$ cat config.mk
export PLATFORM = sky130hd
export DESIGN_NAME = panel_refresh_sequencer
export DESIGN_NICKNAME = d
export VERILOG_FILES = /design/src/design/prs_pkg.sv /design/src/design/prs_ctrl.sv /design/src/design/prs_cdiv.sv /design/src/design/panel_refresh_sequencer.sv
export SDC_FILE = /design/constraint.sdc
export NUM_CORES = 1
export LEC_CHECK = 0
export BUFFER_PORTS_ARGS = -buffer_cell sky130_fd_sc_hd__buf_2
export CAP_MARGIN = 5
export CORE_MARGIN = 5
export CORE_UTILIZATION = 35
export DETAILED_ROUTE_END_ITERATION = 8
export SLEW_MARGIN = 0
export SYNTH_ARGS = -nofsm -noshare
export SYNTH_HDL_FRONTEND = slang
export SYNTH_SLANG_ARGS = --single-unit
$ cat constraint.sdc
create_clock -name clk -period 7.71 [get_ports clk]
set_input_delay 0.771 -clock clk [delete_from_list [all_inputs] [get_ports clk]]
set_output_delay 0.771 -clock clk [all_outputs]
set_load 0.02 [all_outputs]
$ cat src/design/prs_pkg.sv
// Shared constants and types for the panel refresh sequencer.
// No dependencies; imported by every module of the block.
`timescale 1ns / 1ps
`default_nettype none

package prs_pkg;

  localparam int MODE_W  = 3;
  localparam int CMD_W   = 3;
  localparam int PH_W    = 2;
  localparam int CFG_W   = 27;
  localparam int CIDX_W  = 2;
  localparam int EL_W    = 32;
  localparam int SEC_W   = 23;
  localparam int MSR_W   = 10;
  localparam int LEFT_W  = 17;

  // item kinds
  localparam logic [MODE_W-1:0] MODE_TICK   = 3'd0;
  localparam logic [MODE_W-1:0] MODE_BEGIN  = 3'd1;
  localparam logic [MODE_W-1:0] MODE_BYTE   = 3'd2;
  localparam logic [MODE_W-1:0] MODE_COMMIT = 3'd3;
  localparam logic [MODE_W-1:0] MODE_ABORT  = 3'd4;

  // panel commands
  localparam logic [CMD_W-1:0] CMD_NONE    = 3'd0;
  localparam logic [CMD_W-1:0] CMD_BEGIN   = 3'd1;
  localparam logic [CMD_W-1:0] CMD_WRITE   = 3'd2;
  localparam logic [CMD_W-1:0] CMD_REFRESH = 3'd3;
  localparam logic [CMD_W-1:0] CMD_ABORT   = 3'd4;
  localparam logic [CMD_W-1:0] CMD_SLEEP   = 3'd5;

  // phases
  localparam logic [PH_W-1:0] PH_IDLE    = 2'd0;
  localparam logic [PH_W-1:0] PH_UPLOAD  = 2'd1;
  localparam logic [PH_W-1:0] PH_REFRESH = 2'd2;
  localparam logic [PH_W-1:0] PH_COOL    = 2'd3;

  // register indexes
  localparam logic [CIDX_W-1:0] REG_COOLDOWN = 2'd0;
  localparam logic [CIDX_W-1:0] REG_TIMEOUT  = 2'd1;

  localparam logic [CFG_W-1:0] COOLDOWN_RST = 27'd60000;
  localparam logic [CFG_W-1:0] TIMEOUT_RST  = 27'd30000;

  // seconds/millisecond split of the 32-bit ms clock; 2^32-1 ms = 4294967 s + 295 ms
  localparam logic [MSR_W-1:0] MS_LAST  = 10'd999;
  localparam logic [SEC_W-1:0] SEC_WRAP = 23'd4294967;
  localparam logic [MSR_W-1:0] MSR_WRAP = 10'd295;

  // x/1000 == (x>>3)/125 == ((x>>3) * ceil(2^35/125)) >> 35, exact for x < 2^27
  localparam int RCP_W = 29;
  localparam logic [RCP_W-1:0] RCP_125 = 29'd274877907;
  localparam int RCP_SH = 35;
  localparam logic [LEFT_W-1:0] LEFT_MAX = 17'h1FFFF;

  typedef struct packed {
    logic              accepted;
    logic [CMD_W-1:0]  cmd;
    logic [7:0]        pbyte;
    logic              plast;
    logic [PH_W-1:0]   phase;
    logic              cool_act;
    logic [CFG_W-1:0]  cool_rem;
    logic              tmo_flag;
    logic [SEC_W-1:0]  finish_s;
  } prs_mid_t;

  typedef struct packed {
    logic              accepted;
    logic [CMD_W-1:0]  cmd;
    logic [7:0]        pbyte;
    logic              plast;
    logic [PH_W-1:0]   phase;
    logic [LEFT_W-1:0] cool_s;
    logic              tmo_flag;
    logic [SEC_W-1:0]  finish_s;
  } prs_out_t;

endpackage

`default_nettype wire

$ cat src/design/prs_ctrl.sv
// Phase decision and sequencer state; registers one result per item.
// Depends on prs_pkg.
`timescale 1ns / 1ps
`default_nettype none

module prs_ctrl (
  input  wire                         clk,
  input  wire                         rst,
  input  wire                         go,
  input  wire  [prs_pkg::MODE_W-1:0]  mode,
  input  wire                         panel_busy,
  input  wire  [7:0]                  frame_byte,
  input  wire                         chunk_last,
  input  wire  [prs_pkg::CFG_W-1:0]   cool_time,
  input  wire  [prs_pkg::CFG_W-1:0]   timeout_ms,
  output prs_pkg::prs_mid_t           mid
);
  import prs_pkg::*;

  logic [PH_W-1:0]  phase, phase_next;
  logic [SEC_W-1:0] sec, sec_next;
  logic [MSR_W-1:0] msr, msr_next;
  // ms since commit / since refresh end; same as wrapped time differences
  logic [EL_W-1:0]  ref_el, ref_el_next;
  logic [EL_W-1:0]  cool_el, cool_el_next;
  logic [SEC_W-1:0] finish_s, finish_s_next;
  logic             tflag, tflag_next;
  logic             tmo_hit;
  prs_mid_t         res;

  always_comb begin
    phase_next    = phase;
    sec_next      = sec;
    msr_next      = msr;
    ref_el_next   = ref_el;
    cool_el_next  = cool_el;
    finish_s_next = finish_s;
    tflag_next    = tflag;
    tmo_hit       = 1'b0;
    res           = '0;

    unique case (mode)
      MODE_TICK: begin
        res.accepted = 1'b1;
        if (sec == SEC_WRAP && msr == MSR_WRAP) begin
          sec_next = '0;
          msr_next = '0;
        end else if (msr == MS_LAST) begin
          sec_next = sec + 1'b1;
          msr_next = '0;
        end else begin
          msr_next = msr + 1'b1;
        end
        ref_el_next  = ref_el + 1'b1;
        cool_el_next = cool_el + 1'b1;
        if (phase == PH_REFRESH) begin
          tmo_hit = ref_el_next >= {{(EL_W-CFG_W){1'b0}}, timeout_ms};
          if (!panel_busy || tmo_hit) begin
            res.cmd       = CMD_SLEEP;
            cool_el_next  = '0;
            finish_s_next = sec_next;
            tflag_next    = tmo_hit;
            phase_next    = PH_COOL;
          end
        end else if (phase == PH_COOL) begin
          if (cool_el_next >= {{(EL_W-CFG_W){1'b0}}, cool_time}) phase_next = PH_IDLE;
        end
      end
      MODE_BEGIN: begin
        if (phase == PH_IDLE) begin
          res.accepted = 1'b1;
          res.cmd      = CMD_BEGIN;
          phase_next   = PH_UPLOAD;
        end
      end
      MODE_BYTE: begin
        if (phase == PH_UPLOAD) begin
          res.accepted = 1'b1;
          res.cmd      = CMD_WRITE;
          res.pbyte    = frame_byte;
          res.plast    = chunk_last;
        end
      end
      MODE_COMMIT: begin
        if (phase == PH_UPLOAD) begin
          res.accepted = 1'b1;
          res.cmd      = CMD_REFRESH;
          ref_el_next  = '0;
          tflag_next   = 1'b0;
          phase_next   = PH_REFRESH;
        end
      end
      MODE_ABORT: begin
        if (phase == PH_UPLOAD) begin
          res.accepted = 1'b1;
          res.cmd      = CMD_ABORT;
          phase_next   = PH_IDLE;
        end
      end
      default: begin
      end
    endcase

    res.phase     = phase_next;
    res.cool_act  = (phase_next == PH_COOL) &&
                    (cool_el_next < {{(EL_W-CFG_W){1'b0}}, cool_time});
    res.cool_rem  = cool_time - cool_el_next[CFG_W-1:0];
    res.tmo_flag  = tflag_next;
    res.finish_s  = finish_s_next;
  end

  always_ff @(posedge clk) begin
    if (rst) begin
      phase    <= PH_IDLE;
      sec      <= '0;
      msr      <= '0;
      ref_el   <= '0;
      cool_el  <= '0;
      finish_s <= '0;
      tflag    <= 1'b0;
    end else if (go) begin
      phase    <= phase_next;
      sec      <= sec_next;
      msr      <= msr_next;
      ref_el   <= ref_el_next;
      cool_el  <= cool_el_next;
      finish_s <= finish_s_next;
      tflag    <= tflag_next;
    end
  end

  always_ff @(posedge clk) begin
    if (go) mid <= res;
  end

endmodule

`default_nettype wire

$ cat src/design/prs_cdiv.sv
// Cooldown ms to whole seconds by reciprocal multiply, with saturation.
// Depends on prs_pkg; holds the output register of the top level.
`timescale 1ns / 1ps
`default_nettype none

module prs_cdiv (
  input  wire                     clk,
  input  wire                     load,
  input  wire prs_pkg::prs_mid_t  mid,
  output prs_pkg::prs_out_t       res
);
  import prs_pkg::*;

  localparam int Y_W = CFG_W - 3;
  localparam int P_W = Y_W + RCP_W;
  localparam int Q_W = P_W - RCP_SH;

  logic [P_W-1:0] prod;
  logic [Q_W-1:0] quot;
  logic [LEFT_W-1:0] secs;

  assign prod = P_W'(mid.cool_rem[CFG_W-1:3]) * P_W'(RCP_125);
  assign quot = prod[P_W-1:RCP_SH];

  always_comb begin
    if (!mid.cool_act) secs = '0;
    else if (quot > Q_W'(LEFT_MAX)) secs = LEFT_MAX;
    else secs = quot[LEFT_W-1:0];
  end

  always_ff @(posedge clk) begin
    if (load) begin
      res.accepted  <= mid.accepted;
      res.cmd       <= mid.cmd;
      res.pbyte     <= mid.pbyte;
      res.plast     <= mid.plast;
      res.phase     <= mid.phase;
      res.cool_s    <= secs;
      res.tmo_flag  <= mid.tmo_flag;
      res.finish_s  <= mid.finish_s;
    end
  end

endmodule

`default_nettype wire

$ cat src/design/panel_refresh_sequencer.sv
// Panel refresh sequencer: input register, phase decision, seconds conversion, output.
// Results reach m_tvalid through three register stages (input, phase decision, output);
// throughput one item per cycle while m_tready is high.
// All stages hold under m_tready low; s_tready drops only when every stage is full.
// Reset (rst, synchronous): phase idle, clock and timers zero, registers to defaults,
// pipeline empty. No clearing pass.
`timescale 1ns / 1ps
`default_nettype none

module panel_refresh_sequencer (
  input  wire                          clk,
  input  wire                          rst,
  input  wire                          s_tvalid,
  output logic                         s_tready,
  input  wire  [15:0]                  s_tdata,   // panel_busy, frame_byte[8:1], zero pad
  input  wire  [prs_pkg::MODE_W-1:0]   s_tuser,   // mode
  input  wire                          s_tlast,   // chunk_last
  output logic                         m_tvalid,
  input  wire                          m_tready,
  output logic [55:0]                  m_tdata,   // accepted, panel_byte, phase,
                                                  // cooldown_left_s, last_timed_out,
                                                  // last_refresh_uptime_s, zero pad
  output logic [prs_pkg::CMD_W-1:0]    m_tuser,   // panel_command
  output logic                         m_tlast,   // panel_byte_last
  input  wire                          cfg_valid,
  output logic                         cfg_ready,
  input  wire  [prs_pkg::CIDX_W-1:0]   cfg_index,
  input  wire  [prs_pkg::CFG_W-1:0]    cfg_data
);
  import prs_pkg::*;

  logic [CFG_W-1:0]  cool_time;
  logic [CFG_W-1:0]  timeout_ms;
  logic              in_v, mid_v, out_v;
  logic [MODE_W-1:0] in_mode;
  logic              in_busy;
  logic [7:0]        in_byte;
  logic              in_last;
  logic              out_ok, mid_ok, in_fire, in_go, mid_go;
  prs_mid_t          mid;
  prs_out_t          res;

  assign cfg_ready = 1'b1;

  always_ff @(posedge clk) begin
    if (rst) begin
      cool_time   <= COOLDOWN_RST;
      timeout_ms  <= TIMEOUT_RST;
    end else if (cfg_valid) begin
      unique case (cfg_index)
        REG_COOLDOWN: cool_time   <= cfg_data;
        REG_TIMEOUT:  timeout_ms  <= cfg_data;
        default: begin
        end
      endcase
    end
  end

  assign out_ok   = !out_v || m_tready;
  assign mid_ok   = !mid_v || out_ok;
  assign s_tready = !in_v || mid_ok;
  assign in_fire  = s_tvalid && s_tready;
  assign in_go    = in_v && mid_ok;
  assign mid_go   = mid_v && out_ok;

  always_ff @(posedge clk) begin
    if (rst) begin
      in_v  <= 1'b0;
      mid_v <= 1'b0;
      out_v <= 1'b0;
    end else begin
      if (in_fire) in_v <= 1'b1;
      else if (in_go) in_v <= 1'b0;
      if (in_go) mid_v <= 1'b1;
      else if (mid_go) mid_v <= 1'b0;
      if (mid_go) out_v <= 1'b1;
      else if (m_tready) out_v <= 1'b0;
    end
  end

  always_ff @(posedge clk) begin
    if (in_fire) begin
      in_mode <= s_tuser;
      in_busy <= s_tdata[0];
      in_byte <= s_tdata[8:1];
      in_last <= s_tlast;
    end
  end

  prs_ctrl u_ctrl (
    .clk         (clk),
    .rst         (rst),
    .go          (in_go),
    .mode        (in_mode),
    .panel_busy  (in_busy),
    .frame_byte  (in_byte),
    .chunk_last  (in_last),
    .cool_time   (cool_time),
    .timeout_ms  (timeout_ms),
    .mid         (mid)
  );

  prs_cdiv u_cdiv (
    .clk  (clk),
    .load (mid_go),
    .mid  (mid),
    .res  (res)
  );

  assign m_tvalid = out_v;
  assign m_tuser  = res.cmd;
  assign m_tlast  = res.plast;
  assign m_tdata  = {4'b0, res.finish_s, res.tmo_flag, res.cool_s, res.phase,
                     res.pbyte, res.accepted};

  // byte-last only travels with a write command
  a_last_write: assert property (@(posedge clk) disable iff (rst)
    m_tvalid && m_tuser != CMD_WRITE |-> !m_tlast)
    else $error("tlast set on non-write result");

  // cooldown seconds only reported in cooldown phase
  a_cool_phase: assert property (@(posedge clk) disable iff (rst)
    m_tvalid && res.cool_s != '0 |-> res.phase == PH_COOL)
    else $error("cooldown left outside cooldown");

  // refresh end always lands in cooldown
  a_sleep_cool: assert property (@(posedge clk) disable iff (rst)
    m_tvalid && m_tuser == CMD_SLEEP |-> res.phase == PH_COOL)
    else $error("sleep command without cooldown phase");

  // input stalls only when the whole pipeline is full and blocked
  a_stall: assert property (@(posedge clk) disable iff (rst)
    !s_tready |-> in_v && mid_v && out_v && !m_tready)
    else $error("input stalled with room in pipeline");

endmodule

`default_nettype wire
==> Implementation_results.wiki <==
{| class="wikitable"
! Metric !! Value
|-
| Count of filler cells inserted in the layout || around 7,600
|-
| Most instantiated flip-flop cell in the synthesis netlist || sky130_fd_sc_hd__dfxtp_1
|-
| Largest area contributor in the synthesized netlist || sky130_fd_sc_hd__ha_1
|-
| Power dissipated by switching net loads || 0.00689 W
|-
| Ratio of total power to cell area || 468 nW/um^2
|-
| Final Skew || approximately 41 ps
|-
| Most numerous cell types in the synthesized netlist || sky130_fd_sc_hd__inv_1 (438), sky130_fd_sc_hd__ha_1 (375), sky130_fd_sc_hd__nand2_1 (275)
|-
| Number of antenna violations at the first check in global routing || 0
|-
| Setup ws final || about 350 ps
|-
| Hold-critical path endpoint || u_cdiv.res[46]$_DFFE_PP_
|-
| CP required || between 7000 and 8000 ps
|-
| Total CTS buffers || 36
|-
| Most numerous cell in the Yosys netlist || sky130_fd_sc_hd__inv_1
|-
| Clock Root Buffer || sky130_fd_sc_hd__clkbuf_16
|-
| Initial drt markers || between 1,000 and 1,500
|-
| Mean routed wirelength per cell || around 17 um
|-
| Top cells by area in the synthesized netlist || sky130_fd_sc_hd__ha_1 (17%), sky130_fd_sc_hd__fa_1 (15%), sky130_fd_sc_hd__edfxtp_1 (15%)
|-
| Hold/Removal Path Class || register to register
|-
| Largest vdd supply drop || 0.543 mV
|-
| Reg-to-Reg End || u_cdiv.res[34]$_SDFFCE_PN0P_
|-
| Post-layout nets || around 3,600
|-
| Total global routing track utilization || between 15 and 20%
|-
| First-pass detailed-route iteration total || 5
|-
| Vias per Instance || about 5
|-
| Number of flops mapped to enable cells by yosys || ~130
|-
| Critical Path Source Type || register
|-
| Fraction of layout instances using a drive strength above 1 || approximately 8.6%
|-
| Max clock buf depth || 3
|-
| Remaining global-route overflow || 0
|-
| Cell depth of the worst min-delay path || 0
|-
| Placeable core region || approximately 76,000 um^2
|-
| Starting Density || ~35%
|-
| Depth of the worst register-to-register path || 25
|-
| Async S/R FF share, synth || 0%
|-
| Clock transition time at the flip-flop clock pins of the worst setup and hold paths || ~60 ps
|-
| Placement-stage worst setup slack || 311 ps
|-
| Count of yosys warnings during synthesis || 0
|-
| Data arrival at the endpoint of the critical path || approximately 7600 ps
|-
| Total setup violations reported at the end of the flow || 0
|-
| Switching share of power || just under 50%
|-
| Pleak || 13.6 nW
|-
| Weighted congestion reported at the end of routability-driven placement || roughly 0.95
|-
| Signed area change from the synthesized netlist to the final layout || 11.6%
|-
| Die Span Y || 287 um
|-
| Fin. Hold Viols || 0
|-
| Syn_area_per_cell || slightly above 9 um^2
|-
| Reg-to-reg slack, setup || approximately 350 ps
|-
| Worst R2R Start || u_ctrl.mid[31]$_DFFE_PP_
|-
| Crit share post-route || between 90% and 100%
|-
| Final Max Slew Viols || 0
|-
| Total number of vias || just over 20,000
|-
| Slew at the pin closest to its max-slew limit || just over 1000 ps
|-
| CTS H-Tree Depth || 2
|-
| Antenna-violating nets left || 0
|-
| Total negative slack || 0 ps
|-
| Number of buffers inserted for hold repair after clock tree synthesis || 0
|-
| Sequential share of power || a little over an eighth
|-
| Post-Route Utilization || 39.5%
|-
| Global-route wire length before repair || ~110 mm
|-
| Placed instance count || between 4,000 and 5,000
|-
| Area enclosed by the die boundary || roughly 83,000 um^2
|-
| Library cells used by synthesis || 85
|-
| Post-detail-place hpwl || 53.3 mm
|-
| Fraction of post-synthesis cell area in the top cell type by area || between 10% and 20%
|-
| Count of input and output buffers || ~100
|-
| Beginning of the worst hold path || u_ctrl.mid[57]$_SDFFCE_PN0P_
|-
| Critical path class || register to register
|-
| Portion of the post-synthesis area used by sequential elements || roughly 28%
|-
| Detailed-route DRC error count || 0
|-
| Detailed Route WL || roughly 68 mm
|-
| Via count of the first global-routing pass || between 15,000 and 20,000
|-
| Insertion delay to the later sink of the worst-skew pair || ~560 ps
|-
| Non-filler instance count after layout || around 4,100
|-
| Crit path time final || 7360 ps
|-
| TritonCTS clock tree || built
|-
| # rows || slightly above 100
|-
| Number of max-capacitance violations reported || 0
|-
| Count of antenna diodes in the layout || 0
|-
| Run status || finished clean
|-
| Overall die width || roughly 290 um
|-
| Type of destination of the critical path || register
|-
| Synthesized flop and latch total || 313
|-
| Synthesized area || between 20,000 and 30,000 um^2
|-
| Int Pwr || roughly 0.0072 W
|-
| Worst-path fanout max || 7
|-
| Number of top-level design ports || ~120
|-
| Maximum number of pins on one net before global-route repair || ~110
|-
| Slew HR || about a third
|-
| CTS Sinks || 313
|-
| Clock network fraction of design power || about 13%
|-
| Post-synthesis cell count || approximately 2,900
|-
| Max Clk Rate || between 0.1 and 0.15 GHz
|-
| Combinational share of power || between 70 and 80%
|}
-- critical path, stage by stage (launching register included) --
cell and delay (ps):
sky130_fd_sc_hd__edfxtp_1 640, sky130_fd_sc_hd__inv_1 90, sky130_fd_sc_hd__ha_1 300, sky130_fd_sc_hd__inv_1 210, sky130_fd_sc_hd__fa_1 500, sky130_fd_sc_hd__inv_1 90, sky130_fd_sc_hd__fa_1 460, sky130_fd_sc_hd__fa_1 530
sky130_fd_sc_hd__inv_1 40, sky130_fd_sc_hd__ha_1 310, sky130_fd_sc_hd__fa_1 540, sky130_fd_sc_hd__inv_1 50, sky130_fd_sc_hd__fa_1 530, sky130_fd_sc_hd__inv_1 40, sky130_fd_sc_hd__ha_1 390, sky130_fd_sc_hd__a21o_1 190
sky130_fd_sc_hd__a21oi_1 170, sky130_fd_sc_hd__nor3_1 70, sky130_fd_sc_hd__a2111oi_1 480, sky130_fd_sc_hd__buf_4 190, sky130_fd_sc_hd__a21oi_1 120, sky130_fd_sc_hd__o31ai_1 400, sky130_fd_sc_hd__o2bb2ai_1 240, sky130_fd_sc_hd__o21ai_0 220
sky130_fd_sc_hd__xnor2_1 190, sky130_fd_sc_hd__a21boi_0 110
-- repair_timing --
item                                    CTS  global route
endpoints found under the setup margin    0             7
setup buffers                             0             0
resized for setup                         0             6
-- routing by layer --
| layer | vias up | global-route usage [%] | part of all wire (%) |
|---|---|---|---|
| met3 | 122 | 2.67 | 4.7 |
| met4 | 0 | 5.01 | 3.3 |
| met2 | 379 | 26.8 | 46 |
| met5 | - | 0 | 0 |
| met1 | 9539 | 21.9 | 46 |
| li1 | 10100 | - | - |
-- layout by cell type, fill, tap and decap left out, drive strengths merged, types with 18 or more instances in the layout --
master    n
nand4    44
nand3    58
a21oi   240
a31oi    18
nand2   277
o21ai   119
clkbuf   44
a21o     52
xnor2    70
ha      375
and2     19
edfxtp  133
or3      19
buf     163
inv     441
nor2b    24
and3     39
xor2     55
fa      201
nor3     40
a211oi   22
a22oi    23
dfxtp   180
nor2    164
-- stage by stage --
step	cell area (um^2)	power (W)	hold slack (ps)
after floorplan	27000	0.00944	400
after global placement	28800	0.0122	401
after detailed placement	28800	0.0122	405
after CTS	30000	0.0141	367
after global routing	30100	0.0158	373
final	30100	0.0141	401
-- state kept, by name, summed over array words and instances, names as in the netlist --
signal / cells
u_ctrl.mid: 64
u_cdiv.res: 56
u_ctrl.cool_el: 32
u_ctrl.ref_el: 32
cool_time: 27
timeout_ms: 27
u_ctrl.finish_s: 23
u_ctrl.sec: 23
u_ctrl.msr: 10
in_byte: 8
in_mode: 3
u_ctrl.phase: 2
in_busy: 1
in_last: 1
in_v: 1
m_tvalid: 1
mid_v: 1
u_ctrl.tflag: 1
-- power by group through the flow --
| stage | sequential [W] | combinational (W) | clock [W] |
|---|---|---|---|
| 5_1_grt | 0.00189 | 0.0120 | 0.00193 |
| 3_5_place_dp | 0.00192 | 0.0103 | 0 |
| 4_1_cts | 0.00189 | 0.0104 | 0.00185 |
| 6_report | 0.00189 | 0.0104 | 0.00180 |
| 2_1_floorplan | 0.00193 | 0.00751 | 0 |
| 3_3_place_gp | 0.00192 | 0.0103 | 0 |
-- cell type report --
type | count | area, um^2 | area share (%)
inverters | 440 | 1650 | 5.50
repair buffers | 163 | 970 | 3.22
clock buffers | 44 | 962 | 3.20
well taps | 1030 | 1290 | 4.29
clock inverters | 22 | 290 | 0.965
multi-input cells | 2063 | 17300 | 57.6
flip-flops and latches | 313 | 7600 | 25.3
-- logic make-up after synthesis --
family	Yosys count	share of synthesized area (%)
simple gates	768	14.0
compound gates	584	13.3
fa+ha+maj	576	32.3
buf+inv	552	7.85
flops	313	28.2
xor+xnor	125	4.06
mux	5	0.190
other cells	2	0.0279
-- how the worst max path moves through the flow --
stage	start	endpoint	slack, ps
4_1_cts	u_ctrl.mid[31]$_DFFE_PP_	u_cdiv.res[34]$_SDFFCE_PN0P_	310
2_1_floorplan	u_ctrl.mid[49]$_DFFE_PP_	u_cdiv.res[27]$_SDFFCE_PN0P_	680
6_report	u_ctrl.mid[31]$_DFFE_PP_	u_cdiv.res[34]$_SDFFCE_PN0P_	350
3_5_place_dp	u_ctrl.mid[31]$_DFFE_PP_	u_cdiv.res[34]$_SDFFCE_PN0P_	310
5_1_grt	u_ctrl.ref_el[2]$_SDFFE_PP0P_	u_ctrl.mid[48]$_DFFE_PP_	-3
3_3_place_gp	u_ctrl.mid[31]$_DFFE_PP_	u_cdiv.res[34]$_SDFFCE_PN0P_	330
Power figures use the tool's default switching activity.
